**config.mk**
```make
export PLATFORM = sky130hd
export DESIGN_NAME = lsw_walker
export DESIGN_NICKNAME = d
export VERILOG_FILES = /design/src/design/lsw_pkg.sv /design/src/design/lsw_walker.sv
export SDC_FILE = /design/constraint.sdc
export NUM_CORES = 1
export LEC_CHECK = 0
export ABC_AREA = 0
export ABC_CLOCK_PERIOD_IN_PS = 5800
export CAP_MARGIN = 20
export CORE_UTILIZATION = 55
export CTS_BUF_LIST = sky130_fd_sc_hd__clkbuf_4 sky130_fd_sc_hd__clkbuf_8 sky130_fd_sc_hd__clkbuf_16
export DETAILED_ROUTE_END_ITERATION = 10
export DONT_BUFFER_PORTS = 1
export PLACE_DENSITY_LB_ADDON = 0.08
export SETUP_SLACK_MARGIN = 0.4
export SLEW_MARGIN = 20
export SYNTH_ARGS = -nofsm -noshare
export SYNTH_HDL_FRONTEND = slang
export SYNTH_SLANG_ARGS = --single-unit
```
**constraint.sdc**
```tcl
create_clock -name clk -period 5.8 [get_ports clk]
set_input_delay 0 -clock clk [delete_from_list [all_inputs] [get_ports clk]]
set_output_delay 0 -clock clk [all_outputs]
set_load 0.01 [all_outputs]
```
**src/design/lsw_pkg.sv**
```systemverilog
// ----------------------------------------------------------------------------
// lsw_pkg: shared types and constants of the L-system expansion walker
// Sizes of the rule table and the walk stack, handshake codes, and the
// structs that carry rule-store requests between the walker and the store.
// ----------------------------------------------------------------------------
package lsw_pkg;

  // Table and stack sizes.
  localparam int MAX_DEPTH    = 16;
  localparam int MAX_RULE_LEN = 64;
  localparam int SYM_W        = 8;
  localparam int NUM_SYMS     = 1 << SYM_W;

  // Fixed widths of the item fields and registers.
  localparam int KIND_W   = 2;
  localparam int CPOS_W   = 6;
  localparam int RLEN_W   = 7;
  localparam int DEPTH_W  = 5;
  localparam int STAT_W   = 2;

  // Derived widths, and fixed widths for comparison and saturation.
  localparam int LVL_W   = (MAX_DEPTH > 1) ? $clog2(MAX_DEPTH) : 1;
  localparam int POS_W   = $clog2(MAX_RULE_LEN + 2);
  localparam int LEN_W   = $clog2(MAX_RULE_LEN + 1);
  localparam int CH_W    = (MAX_RULE_LEN > 1) ? $clog2(MAX_RULE_LEN) : 1;
  localparam int CADDR_W = SYM_W + CH_W;
  localparam int CMP_W   = 8;
  localparam int SAT_W   = 10;

  // Reset values of the configuration registers.
  localparam logic [SYM_W-1:0]   START_RESET = 8'd65;
  localparam logic [DEPTH_W-1:0] DEPTH_RESET = 5'd1;

  // Configuration register indexes.
  localparam logic CFG_START = 1'b0;
  localparam logic CFG_DEPTH = 1'b1;

  // Item kinds.
  typedef enum logic [KIND_W-1:0] {
    KIND_WR_CHAR = 2'd0,
    KIND_SET_LEN = 2'd1,
    KIND_RESTART = 2'd2,
    KIND_NEXT    = 2'd3
  } kind_t;

  // Result status codes.
  typedef enum logic [STAT_W-1:0] {
    STAT_OK  = 2'd0,
    STAT_END = 2'd1,
    STAT_ERR = 2'd2
  } status_t;

  // Walker sequencer states.
  typedef enum logic [1:0] {
    S_IDLE,
    S_LEN,
    S_EVAL,
    S_PUT
  } state_t;

  // Write request into the rule store.
  typedef struct packed {
    logic             char_we;
    logic             len_we;
    logic [SYM_W-1:0] sym;
    logic [CH_W-1:0]  pos;
    logic [7:0]       char_value;
    logic [LEN_W-1:0] len;
  } rule_wr_t;

  // Read request into the rule store.
  typedef struct packed {
    logic             en;
    logic [SYM_W-1:0] rule;
    logic [CH_W-1:0]  pos;
  } rule_rd_t;

endpackage

```
**src/design/lsw_walker.sv**
```systemverilog
// ----------------------------------------------------------------------------
// lsw_walker: depth-first walk sequencer over the rule table
// Takes input words, issues rule-store writes, and steps the position stack
// one read and one evaluation at a time until a symbol or a status emerges.
// ----------------------------------------------------------------------------
module lsw_walker (
  input  logic                          clk,
  input  logic                          rst,
  input  logic                          in_valid,
  output logic                          in_ready,
  input  logic [lsw_pkg::KIND_W-1:0]    kind,
  input  logic [lsw_pkg::SYM_W-1:0]     rule_symbol,
  input  logic [lsw_pkg::CPOS_W-1:0]    char_position,
  input  logic [7:0]                    char_value,
  input  logic [lsw_pkg::RLEN_W-1:0]    rule_len,
  output logic                          out_valid,
  input  logic                          out_ready,
  output logic [lsw_pkg::SYM_W-1:0]     out_symbol,
  output logic [lsw_pkg::STAT_W-1:0]    status,
  input  logic [lsw_pkg::SYM_W-1:0]     start_symbol,
  input  logic [lsw_pkg::CMP_W-1:0]     depth_limit,
  output lsw_pkg::rule_wr_t             wr,
  output lsw_pkg::rule_rd_t             rd,
  input  logic [lsw_pkg::NUM_SYMS-1:0]  defined_bits,
  input  logic [7:0]                    rd_char,
  input  logic [lsw_pkg::LEN_W-1:0]     rd_len
);

  lsw_pkg::state_t state, state_next;

  // Walk state.
  logic [lsw_pkg::POS_W-1:0] stack_position [lsw_pkg::MAX_DEPTH];
  logic [lsw_pkg::SYM_W-1:0] stack_rule     [lsw_pkg::MAX_DEPTH];
  logic [lsw_pkg::LVL_W-1:0] level;
  logic [lsw_pkg::SYM_W-1:0] current_rule;
  logic                      finished;
  logic [lsw_pkg::POS_W-1:0] pos_q;

  // Pending result.
  logic [lsw_pkg::SYM_W-1:0] res_symbol;
  lsw_pkg::status_t          res_status;

  // Sequencer decisions.
  logic                      accept;
  logic                      do_restart;
  logic                      do_issue;
  logic                      do_pop;
  logic                      do_push;
  logic                      do_finish;
  logic                      do_result;
  logic                      do_out;
  logic [lsw_pkg::SYM_W-1:0] res_symbol_next;
  lsw_pkg::status_t          res_status_next;

  // Datapath terms.
  logic [lsw_pkg::LVL_W-1:0] level_up;
  logic [lsw_pkg::LVL_W-1:0] level_dn;
  logic [lsw_pkg::POS_W-1:0] pos_cur;
  logic [lsw_pkg::POS_W-1:0] pos_next;
  logic                      past_end;
  logic                      sym_defined;
  logic                      at_floor;
  logic                      start_defined;
  logic [lsw_pkg::SAT_W-1:0] len_wide;

  assign accept        = in_valid && in_ready;
  assign in_ready      = (state == lsw_pkg::S_IDLE);
  assign level_up      = level + lsw_pkg::LVL_W'(1);
  assign level_dn      = level - lsw_pkg::LVL_W'(1);
  assign pos_cur       = stack_position[level];
  assign pos_next      = pos_cur + lsw_pkg::POS_W'(1);
  assign past_end      = pos_q > lsw_pkg::POS_W'(rd_len);
  assign sym_defined   = defined_bits[rd_char];
  assign at_floor      = (lsw_pkg::CMP_W'(level) + lsw_pkg::CMP_W'(1)) >= depth_limit;
  assign start_defined = defined_bits[start_symbol];
  assign len_wide      = lsw_pkg::SAT_W'(rule_len);

  // Rule-store writes come straight from the accepted load word.
  always_comb begin
    wr            = '0;
    wr.sym        = rule_symbol;
    wr.pos        = lsw_pkg::CH_W'(char_position);
    wr.char_value = char_value;
    if (len_wide > lsw_pkg::SAT_W'(lsw_pkg::MAX_RULE_LEN)) begin
      wr.len = lsw_pkg::LEN_W'(lsw_pkg::MAX_RULE_LEN);
    end else begin
      wr.len = lsw_pkg::LEN_W'(rule_len);
    end
    if (accept && lsw_pkg::kind_t'(kind) == lsw_pkg::KIND_WR_CHAR) begin
      wr.char_we = lsw_pkg::SAT_W'(char_position) < lsw_pkg::SAT_W'(lsw_pkg::MAX_RULE_LEN);
    end
    if (accept && lsw_pkg::kind_t'(kind) == lsw_pkg::KIND_SET_LEN) begin
      wr.len_we = 1'b1;
    end
  end

  // Reads of the current rule at the next character position.
  always_comb begin
    rd      = '0;
    rd.en   = do_issue;
    rd.rule = current_rule;
    rd.pos  = lsw_pkg::CH_W'(pos_cur);
  end

  // State register.
  always_ff @(posedge clk) begin
    if (rst) begin
      state <= lsw_pkg::S_IDLE;
    end else begin
      state <= state_next;
    end
  end

  // Next state and sequencer decisions.
  always_comb begin
    state_next      = state;
    do_restart      = 1'b0;
    do_issue        = 1'b0;
    do_pop          = 1'b0;
    do_push         = 1'b0;
    do_finish       = 1'b0;
    do_result       = 1'b0;
    do_out          = 1'b0;
    res_symbol_next = '0;
    res_status_next = lsw_pkg::STAT_OK;
    unique case (state)
      lsw_pkg::S_IDLE: begin
        if (accept) begin
          unique case (lsw_pkg::kind_t'(kind))
            lsw_pkg::KIND_WR_CHAR,
            lsw_pkg::KIND_SET_LEN: begin
              state_next = lsw_pkg::S_IDLE;
            end
            lsw_pkg::KIND_RESTART: begin
              if (start_defined) begin
                do_restart = 1'b1;
                state_next = lsw_pkg::S_LEN;
              end else begin
                do_result       = 1'b1;
                res_status_next = lsw_pkg::STAT_ERR;
                state_next      = lsw_pkg::S_PUT;
              end
            end
            lsw_pkg::KIND_NEXT: begin
              if (finished) begin
                do_result       = 1'b1;
                res_status_next = lsw_pkg::STAT_ERR;
                state_next      = lsw_pkg::S_PUT;
              end else begin
                state_next = lsw_pkg::S_LEN;
              end
            end
            default: state_next = lsw_pkg::S_IDLE;
          endcase
        end
      end
      lsw_pkg::S_LEN: begin
        do_issue   = 1'b1;
        state_next = lsw_pkg::S_EVAL;
      end
      lsw_pkg::S_EVAL: begin
        priority if (past_end && level == '0) begin
          do_finish       = 1'b1;
          do_result       = 1'b1;
          res_status_next = lsw_pkg::STAT_END;
          state_next      = lsw_pkg::S_PUT;
        end else if (past_end) begin
          do_pop     = 1'b1;
          state_next = lsw_pkg::S_LEN;
        end else if (!sym_defined || at_floor) begin
          do_result       = 1'b1;
          res_symbol_next = rd_char;
          res_status_next = lsw_pkg::STAT_OK;
          state_next      = lsw_pkg::S_PUT;
        end else begin
          do_push    = 1'b1;
          state_next = lsw_pkg::S_LEN;
        end
      end
      lsw_pkg::S_PUT: begin
        if (!out_valid || out_ready) begin
          do_out     = 1'b1;
          state_next = lsw_pkg::S_IDLE;
        end
      end
      default: state_next = lsw_pkg::S_IDLE;
    endcase
  end

  // Level, current rule and walk status.
  always_ff @(posedge clk) begin
    if (rst) begin
      level        <= '0;
      current_rule <= '0;
      finished     <= 1'b1;
    end else begin
      if (do_restart) begin
        level        <= '0;
        current_rule <= start_symbol;
        finished     <= 1'b0;
      end
      if (do_pop) begin
        level        <= level_dn;
        current_rule <= stack_rule[level_dn];
      end
      if (do_push) begin
        level        <= level_up;
        current_rule <= rd_char;
      end
      if (do_finish) begin
        finished <= 1'b1;
      end
    end
  end

  // Position stack, rule stack and pending result.
  always_ff @(posedge clk) begin
    if (do_restart) begin
      stack_position[0] <= '0;
    end
    if (do_issue) begin
      stack_position[level] <= pos_next;
      pos_q                 <= pos_next;
    end
    if (do_push) begin
      stack_rule[level]        <= current_rule;
      stack_position[level_up] <= '0;
    end
    if (do_result) begin
      res_symbol <= res_symbol_next;
      res_status <= res_status_next;
    end
  end

  // Output register.
  always_ff @(posedge clk) begin
    if (rst) begin
      out_valid <= 1'b0;
    end else if (do_out) begin
      out_valid <= 1'b1;
    end else if (out_ready) begin
      out_valid <= 1'b0;
    end
  end

  always_ff @(posedge clk) begin
    if (do_out) begin
      out_symbol <= res_symbol;
      status     <= res_status;
    end
  end

  // An evaluation always follows a rule-store read.
  a_eval_after_read: assert property (@(posedge clk) disable iff (rst)
    state == lsw_pkg::S_EVAL |-> $past(state) == lsw_pkg::S_LEN)
    else $error("evaluation without a preceding rule read");

  // A new word on the output only comes from the result state.
  a_out_from_put: assert property (@(posedge clk) disable iff (rst)
    $rose(out_valid) |-> $past(state) == lsw_pkg::S_PUT)
    else $error("output word loaded outside the result state");

  // A symbol result is only produced while a walk is active.
  a_symbol_needs_walk: assert property (@(posedge clk) disable iff (rst)
    (state == lsw_pkg::S_PUT && res_status == lsw_pkg::STAT_OK) |-> !finished)
    else $error("symbol result with no active walk");

  // A next word after the end goes straight to an error result.
  a_next_after_end: assert property (@(posedge clk) disable iff (rst)
    (accept && lsw_pkg::kind_t'(kind) == lsw_pkg::KIND_NEXT && finished)
    |=> (state == lsw_pkg::S_PUT && res_status == lsw_pkg::STAT_ERR))
    else $error("next after the end did not answer error");

endmodule

```
Yosys cells after proc, flatten, opt, wreduce, memory -nomap -nowiden --
Memories as Yosys holds them, arrays and structs flattened. A register that Yosys moved wholly into a read port is not among the register bits. Cells that the tools add are included.
Word-level totals: bits in writable memories 240, word-level logic and storage cells 118, memories 2, bits in registers 43
Memory list:
- stack_rule | words 16, bits a word 8, rd ports 1, clocked after Yosys merged registers in 0, wr ports 1, RTL line lsw_walker.sv:33 | logic [lsw_pkg::SYM_W-1:0] stack_rule [lsw_pkg::MAX_DEPTH];
- stack_position | words 16, bits a word 7, rd ports 1, clocked after Yosys merged registers in 1, wr ports 1, RTL line lsw_walker.sv:32 | logic [lsw_pkg::POS_W-1:0] stack_position [lsw_pkg::MAX_DEPTH];
Operators by class: add/sub/neg operators 4, equality and inequality tests 8, mux-type cells 68, magnitude comparators 5, reductions and logical operators 19, bitwise gates (word level) 2
Operators by type and width (count):
- $mux 1 | 37
- $mux 4 | 7
- $mux 8 | 3
- $mux 7 | 3
- $mux 2 | 10
- $lt 8x9->1 const B | 2
- $bmux 1 s8 | 2
- $reduce_or 7->1 | 2
- $eq 2x2->1 const B | 4
- $ge 5x8->1 | 1
- $pmux 2 s2 | 2
- $pmux 2 s4 | 1
- $add 7x1->7 const B | 1
- $gt 7x7->1 | 1
- $gt 7x7->1 const B | 1
- $pmux 2 s3 | 1
- $add 4x1->5 const B | 1
- $add 4x1->4 const B | 1
- $eq 2x1->1 const B | 2
- $logic_and 1x1->1 | 4
- $logic_not 2->1 | 2
- $logic_not 4->1 | 1
- $pmux 1 s2 | 2
- $reduce_or 2->1 | 2
- other kinds (10) | 13

Longest topological paths before layout --
depth in word-level cells 12, mapped depth 15, depth with buffers taken out 10

Worst setup path before layout --
Ideal clock, no wire load.
kind flip-flop to flip-flop, from reg level[0] (netlist name), to mem stack_rule[1][0] (netlist name), enable pin, path buffers 5, slack 1.460 ns, stages on the path, launching flop included 16, setup time 0.383 ns, period minus slack after synthesis 4.340 ns, arrival 3.956 ns, cell sequence dfxtp_1 -> buf_2 -> buf_2 -> buf_2 -> buf_4 -> inv_1 -> ha_1 -> ha_1 -> a21o_1 -> a21oi_1 -> o21a_1 -> o211ai_2 -> nor4_4 -> clkbuf_8 -> nand2_1 -> nor3_1
Between the ends: cells in the longest elaborated chain, start to end 9, elaborated cells between the ends (all ways) 11
Ends and longest elaborated chain:
- start, declared | RTL line lsw_walker.sv:34 | logic [lsw_pkg::LVL_W-1:0] level;
- start signal, assigned | RTL line lsw_walker.sv:203 | level <= level_dn;
- start signal, assigned | RTL line lsw_walker.sv:207 | level <= level_up;
- $add 4x1->5 | RTL line lsw_walker.sv:74 | assign at_floor = (lsw_pkg::CMP_W'(level) + lsw_pkg::CMP_W'(1)) >= depth_limit;
- $ge 5x8->1 | RTL line lsw_walker.sv:74
- $logic_or 1x1->1 | RTL line lsw_walker.sv:170 | end else if (!sym_defined || at_floor) begin
- $mux 1 | RTL line lsw_walker.sv:170
- $mux 1 | RTL line lsw_walker.sv:167 | end else if (past_end) begin
- $mux 1 | RTL line lsw_walker.sv:162 | priority if (past_end && level == '0) begin
- $mux 1 | RTL line lsw_walker.sv:126 | unique case (state)
- $mux 1 | RTL line lsw_walker.sv:225 | if (do_push) begin
- $mux 1 (not written as such) | RTL line lsw_walker.sv:226 | stack_rule[level] <= current_rule;
- end, declared | RTL line lsw_walker.sv:33
Several ways; a longest one is shown, not always the timed one.

Final worst setup path --
from reg level[0] (netlist name), to mem stack_position[8][3] (netlist name), enable pin
Between the ends: cells in the longest elaborated chain, start to end 11, elaborated cells between the ends (all ways) 16
Ends and longest elaborated chain:
- $add 4x1->5 | RTL line lsw_walker.sv:74
- $ge 5x8->1 | RTL line lsw_walker.sv:74
- $logic_or 1x1->1 | RTL line lsw_walker.sv:170
- $mux 1 | RTL line lsw_walker.sv:170
- $mux 1 | RTL line lsw_walker.sv:167
- $mux 1 | RTL line lsw_walker.sv:162
- $mux 1 | RTL line lsw_walker.sv:126
- $mux 1 | RTL line lsw_walker.sv:225
- $mux 1 (not written as such) | RTL line lsw_walker.sv:227 | stack_position[level_up] <= '0;
- $reduce_or 7->1 (no line)
- $mux 4 (no line) or $mux 1 (tied branches)
- end, declared | RTL line lsw_walker.sv:32
Several ways; a longest one is shown, not always the timed one.

==> impl_metrics.ini <==
[clocking]
postCtsSetupRepairBufs = 0
clockRootBuffer = clkbuf_16
clock_path_buffers = 3
clkTransAtPathRegs_ns = 0.06
cts_tree = done
htreeDepth = 1
cts.sinks = 287
clk_latency_ns = 0.56
cts_buffers = 28

[worst_setup_path]
reg2reg_slack_ns = 1.57
critPathRequiredTime_ns = 5.96
cp.arrival_ns = 4.40
reg2reg_depth = 10
path_max_fanout = 25
critPathCaptureType = flip-flop
startpoint_type = flip-flop
cp-endpoint = stack_position[8][3]$_DFFE_PP_
rr_endpoint = stack_position[8][3]$_DFFE_PP_
rr_startpoint = level[0]$_SDFFE_PP0N_
crit_type = reg2reg
setup.worst_path.start = level[0]$_SDFFE_PP0N_

[detailed_routing]
wl_per_cell_um = 33.3
final_antenna_net_count = 0
drc_errors = 0
drt-initial-drc-count = 999
via_per_inst = 7.20
finalWirelength_um = 48500
num_vias = 10492
dr.pass1.iters = 5

[grt]
grt_max_degree = 91
first_global_vias = 10611
grt_use_total = 0.303
antenna_found_initial = 1
grt_pass1_wl_um = 68900
overflow = 0

[final_layout]
diodes = 0
layout.nets = 1378
final_cell_mix = edfxtp_1, mux4_2, mux4_1
drive_gt1_frac = 0.208
final_common_cell = edfxtp_1
nFillCells = 2352
layout.cells.non_filler = 1457
area_growth_pct = 4.74

[logic_synthesis]
postSynthCellCount = 1079
synth_nets = 1418
synth_cell_types = 89
yosys.area.top_type_share = 0.468
ys_seq_elements = 287
seq_area_frac_synth = 0.491
synth_area_leaders = edfxtp_1, mux4_2, mux4_1
synth_edf_count = 267
ys.flop_type = edfxtp_1
ys_warn_count = 0
syn_area_per_cell_um2 = 15.9
synthArstFlopShare = 0
synth_area_um2 = 17100
yosysTopAreaCell = edfxtp_1

[timing]
finClkSkew_ns = 0.0205
post-route-min-period_ns = 4.23
relSlewSlack = 0.382
worst_pin_slew_ns = 0.924
drv_slew = 0
max_freq_ghz = 0.236
setup-tns-final_ns = 0
period_share = 0.730
hold_viol = 0
grt_setup_unrepaired = no
setup-violations-final = 0

[placement]
dp_hpwl_um = 34600
placed_cells_incl_taps = 1381
portBuffers = 0
gp_congestion = 0.983

[run_status]
outcome = finished, final reports clean

[hold_path]
hold_path_class = in2out

[power]
leakage_nw = 5.99
report.power.total_mw = 4.94
irDropWorstVdd_uv = 247
powerDensity_nw_per_um2 = 275

[die]
initial_core_util = 0.559
die_h_um = 179
die_area_um2 = 31900
io-pin-count = 380
dieWidth_um = 179
rows = 64
core_area_um2 = 30700

[flow_run]
maxCapViolCount = 0
-- area by class of cell --
type | instances | area [um^2] | share of cell area
flip-flops and latches | 287 | 8420 | 0.469
multi-input cells | 657 | 7680 | 0.427
clock buffers | 41 | 805 | 0.0448
well taps | 396 | 495 | 0.0276
repair buffers | 36 | 330 | 0.0184
clock inverters | 11 | 124 | 0.00690
inverters | 29 | 109 | 0.00606
-- critical path, stage by stage, from the launching register on --
cell and delay (ns):
dfxtp_2 0.39, buf_4 0.43, nand3_1 0.15, xnor2_1 0.45
ha_1 0.33, nand3_1 0.08, o21a_1 0.17, o211ai_2 0.15
or4_4 0.63, o311a_4 0.36, a21oi_1 0.69
-- through the flow --
stage          utilization  setup WS (ns)  instance area, um^2  hold slack [ns]
2_1_floorplan            -           1.46                17100           0.0464
3_3_place_gp         0.547           1.64                16800        0.0000686
3_5_place_dp         0.547           1.51                16800        0.0000686
4_1_cts              0.585           1.48                18000        0.0000686
5_1_grt              0.586           1.34                18000        0.0000292
6_report             0.586           1.57                18000       0.00000392
-- cells in the mapped netlist (14+ instances only) --
cell type    n
edfxtp_1   267
buf_6       18
nor2b_1     19
mux2i_1     49
buf_4       33
clkbuf_8    19
nand2_1     46
mux4_1      61
inv_1       28
a22oi_1     18
mux4_2     120
ha_1        17
dfxtp_1     20
and2_1      20
mux2_2      14
nand3_1     16
nor3_1      19
a21oi_1     36
nor2_1      51
-- kinds of logic after synthesis --
logic type / synth area share
simple gates: 0.0700
buf+inv: 0.0620
mux: 0.290
xor+xnor: 0.00460
flops: 0.491
compound gates: 0.0698
fa+ha+maj: 0.0124
-- worst min-delay path by stage --
stage / startpoint / cells past startpoint / slack, ns / end
floorplan: rule_len[6] / 1 / 0.05 / wr[0]
global placement: char_value[1] / 0 / 0.00007 / wr[8]
detailed placement: char_value[1] / 0 / 0.00007 / wr[8]
CTS: char_value[1] / 0 / 0.00007 / wr[8]
global route: char_value[5] / 0 / 0.00003 / wr[12]
finish: char_value[5] / 0 / 0.000004 / wr[12]
-- registers in the layout, summed over array words and instances (netlist names), named ones only --
register and cells:
finished 1, level 4, res_status 2, current_rule 8
state 2, status 2, stack_rule 128, out_symbol 8
stack_position 112, out_valid 1, res_symbol 8, pos_q 7
-- repair_timing --
item | in CTS | in global routing
hold buffers | 24 | 0
resized for setup | 0 | 0
endpoints found under the hold margin | 29 | 0
endpoints found under the setup margin | 0 | 0
-- report_power, final --
| group | switching [mW] | internal [mW] |
|---|---|---|
| Sequential | 0.0730 | 2.35 |
| Combinational | 0.345 | 0.365 |
| Clock | 0.757 | 1.06 |
-- metal layers --
| layer | routed length, um | track usage |
|---|---|---|
| met4 | 1800 | 0.105 |
| met5 | 0 | 0 |
| met1 | 17800 | 0.384 |
| met3 | 3970 | 0.0561 |
| met2 | 25000 | 0.522 |
Power figures use the tool's default switching activity.
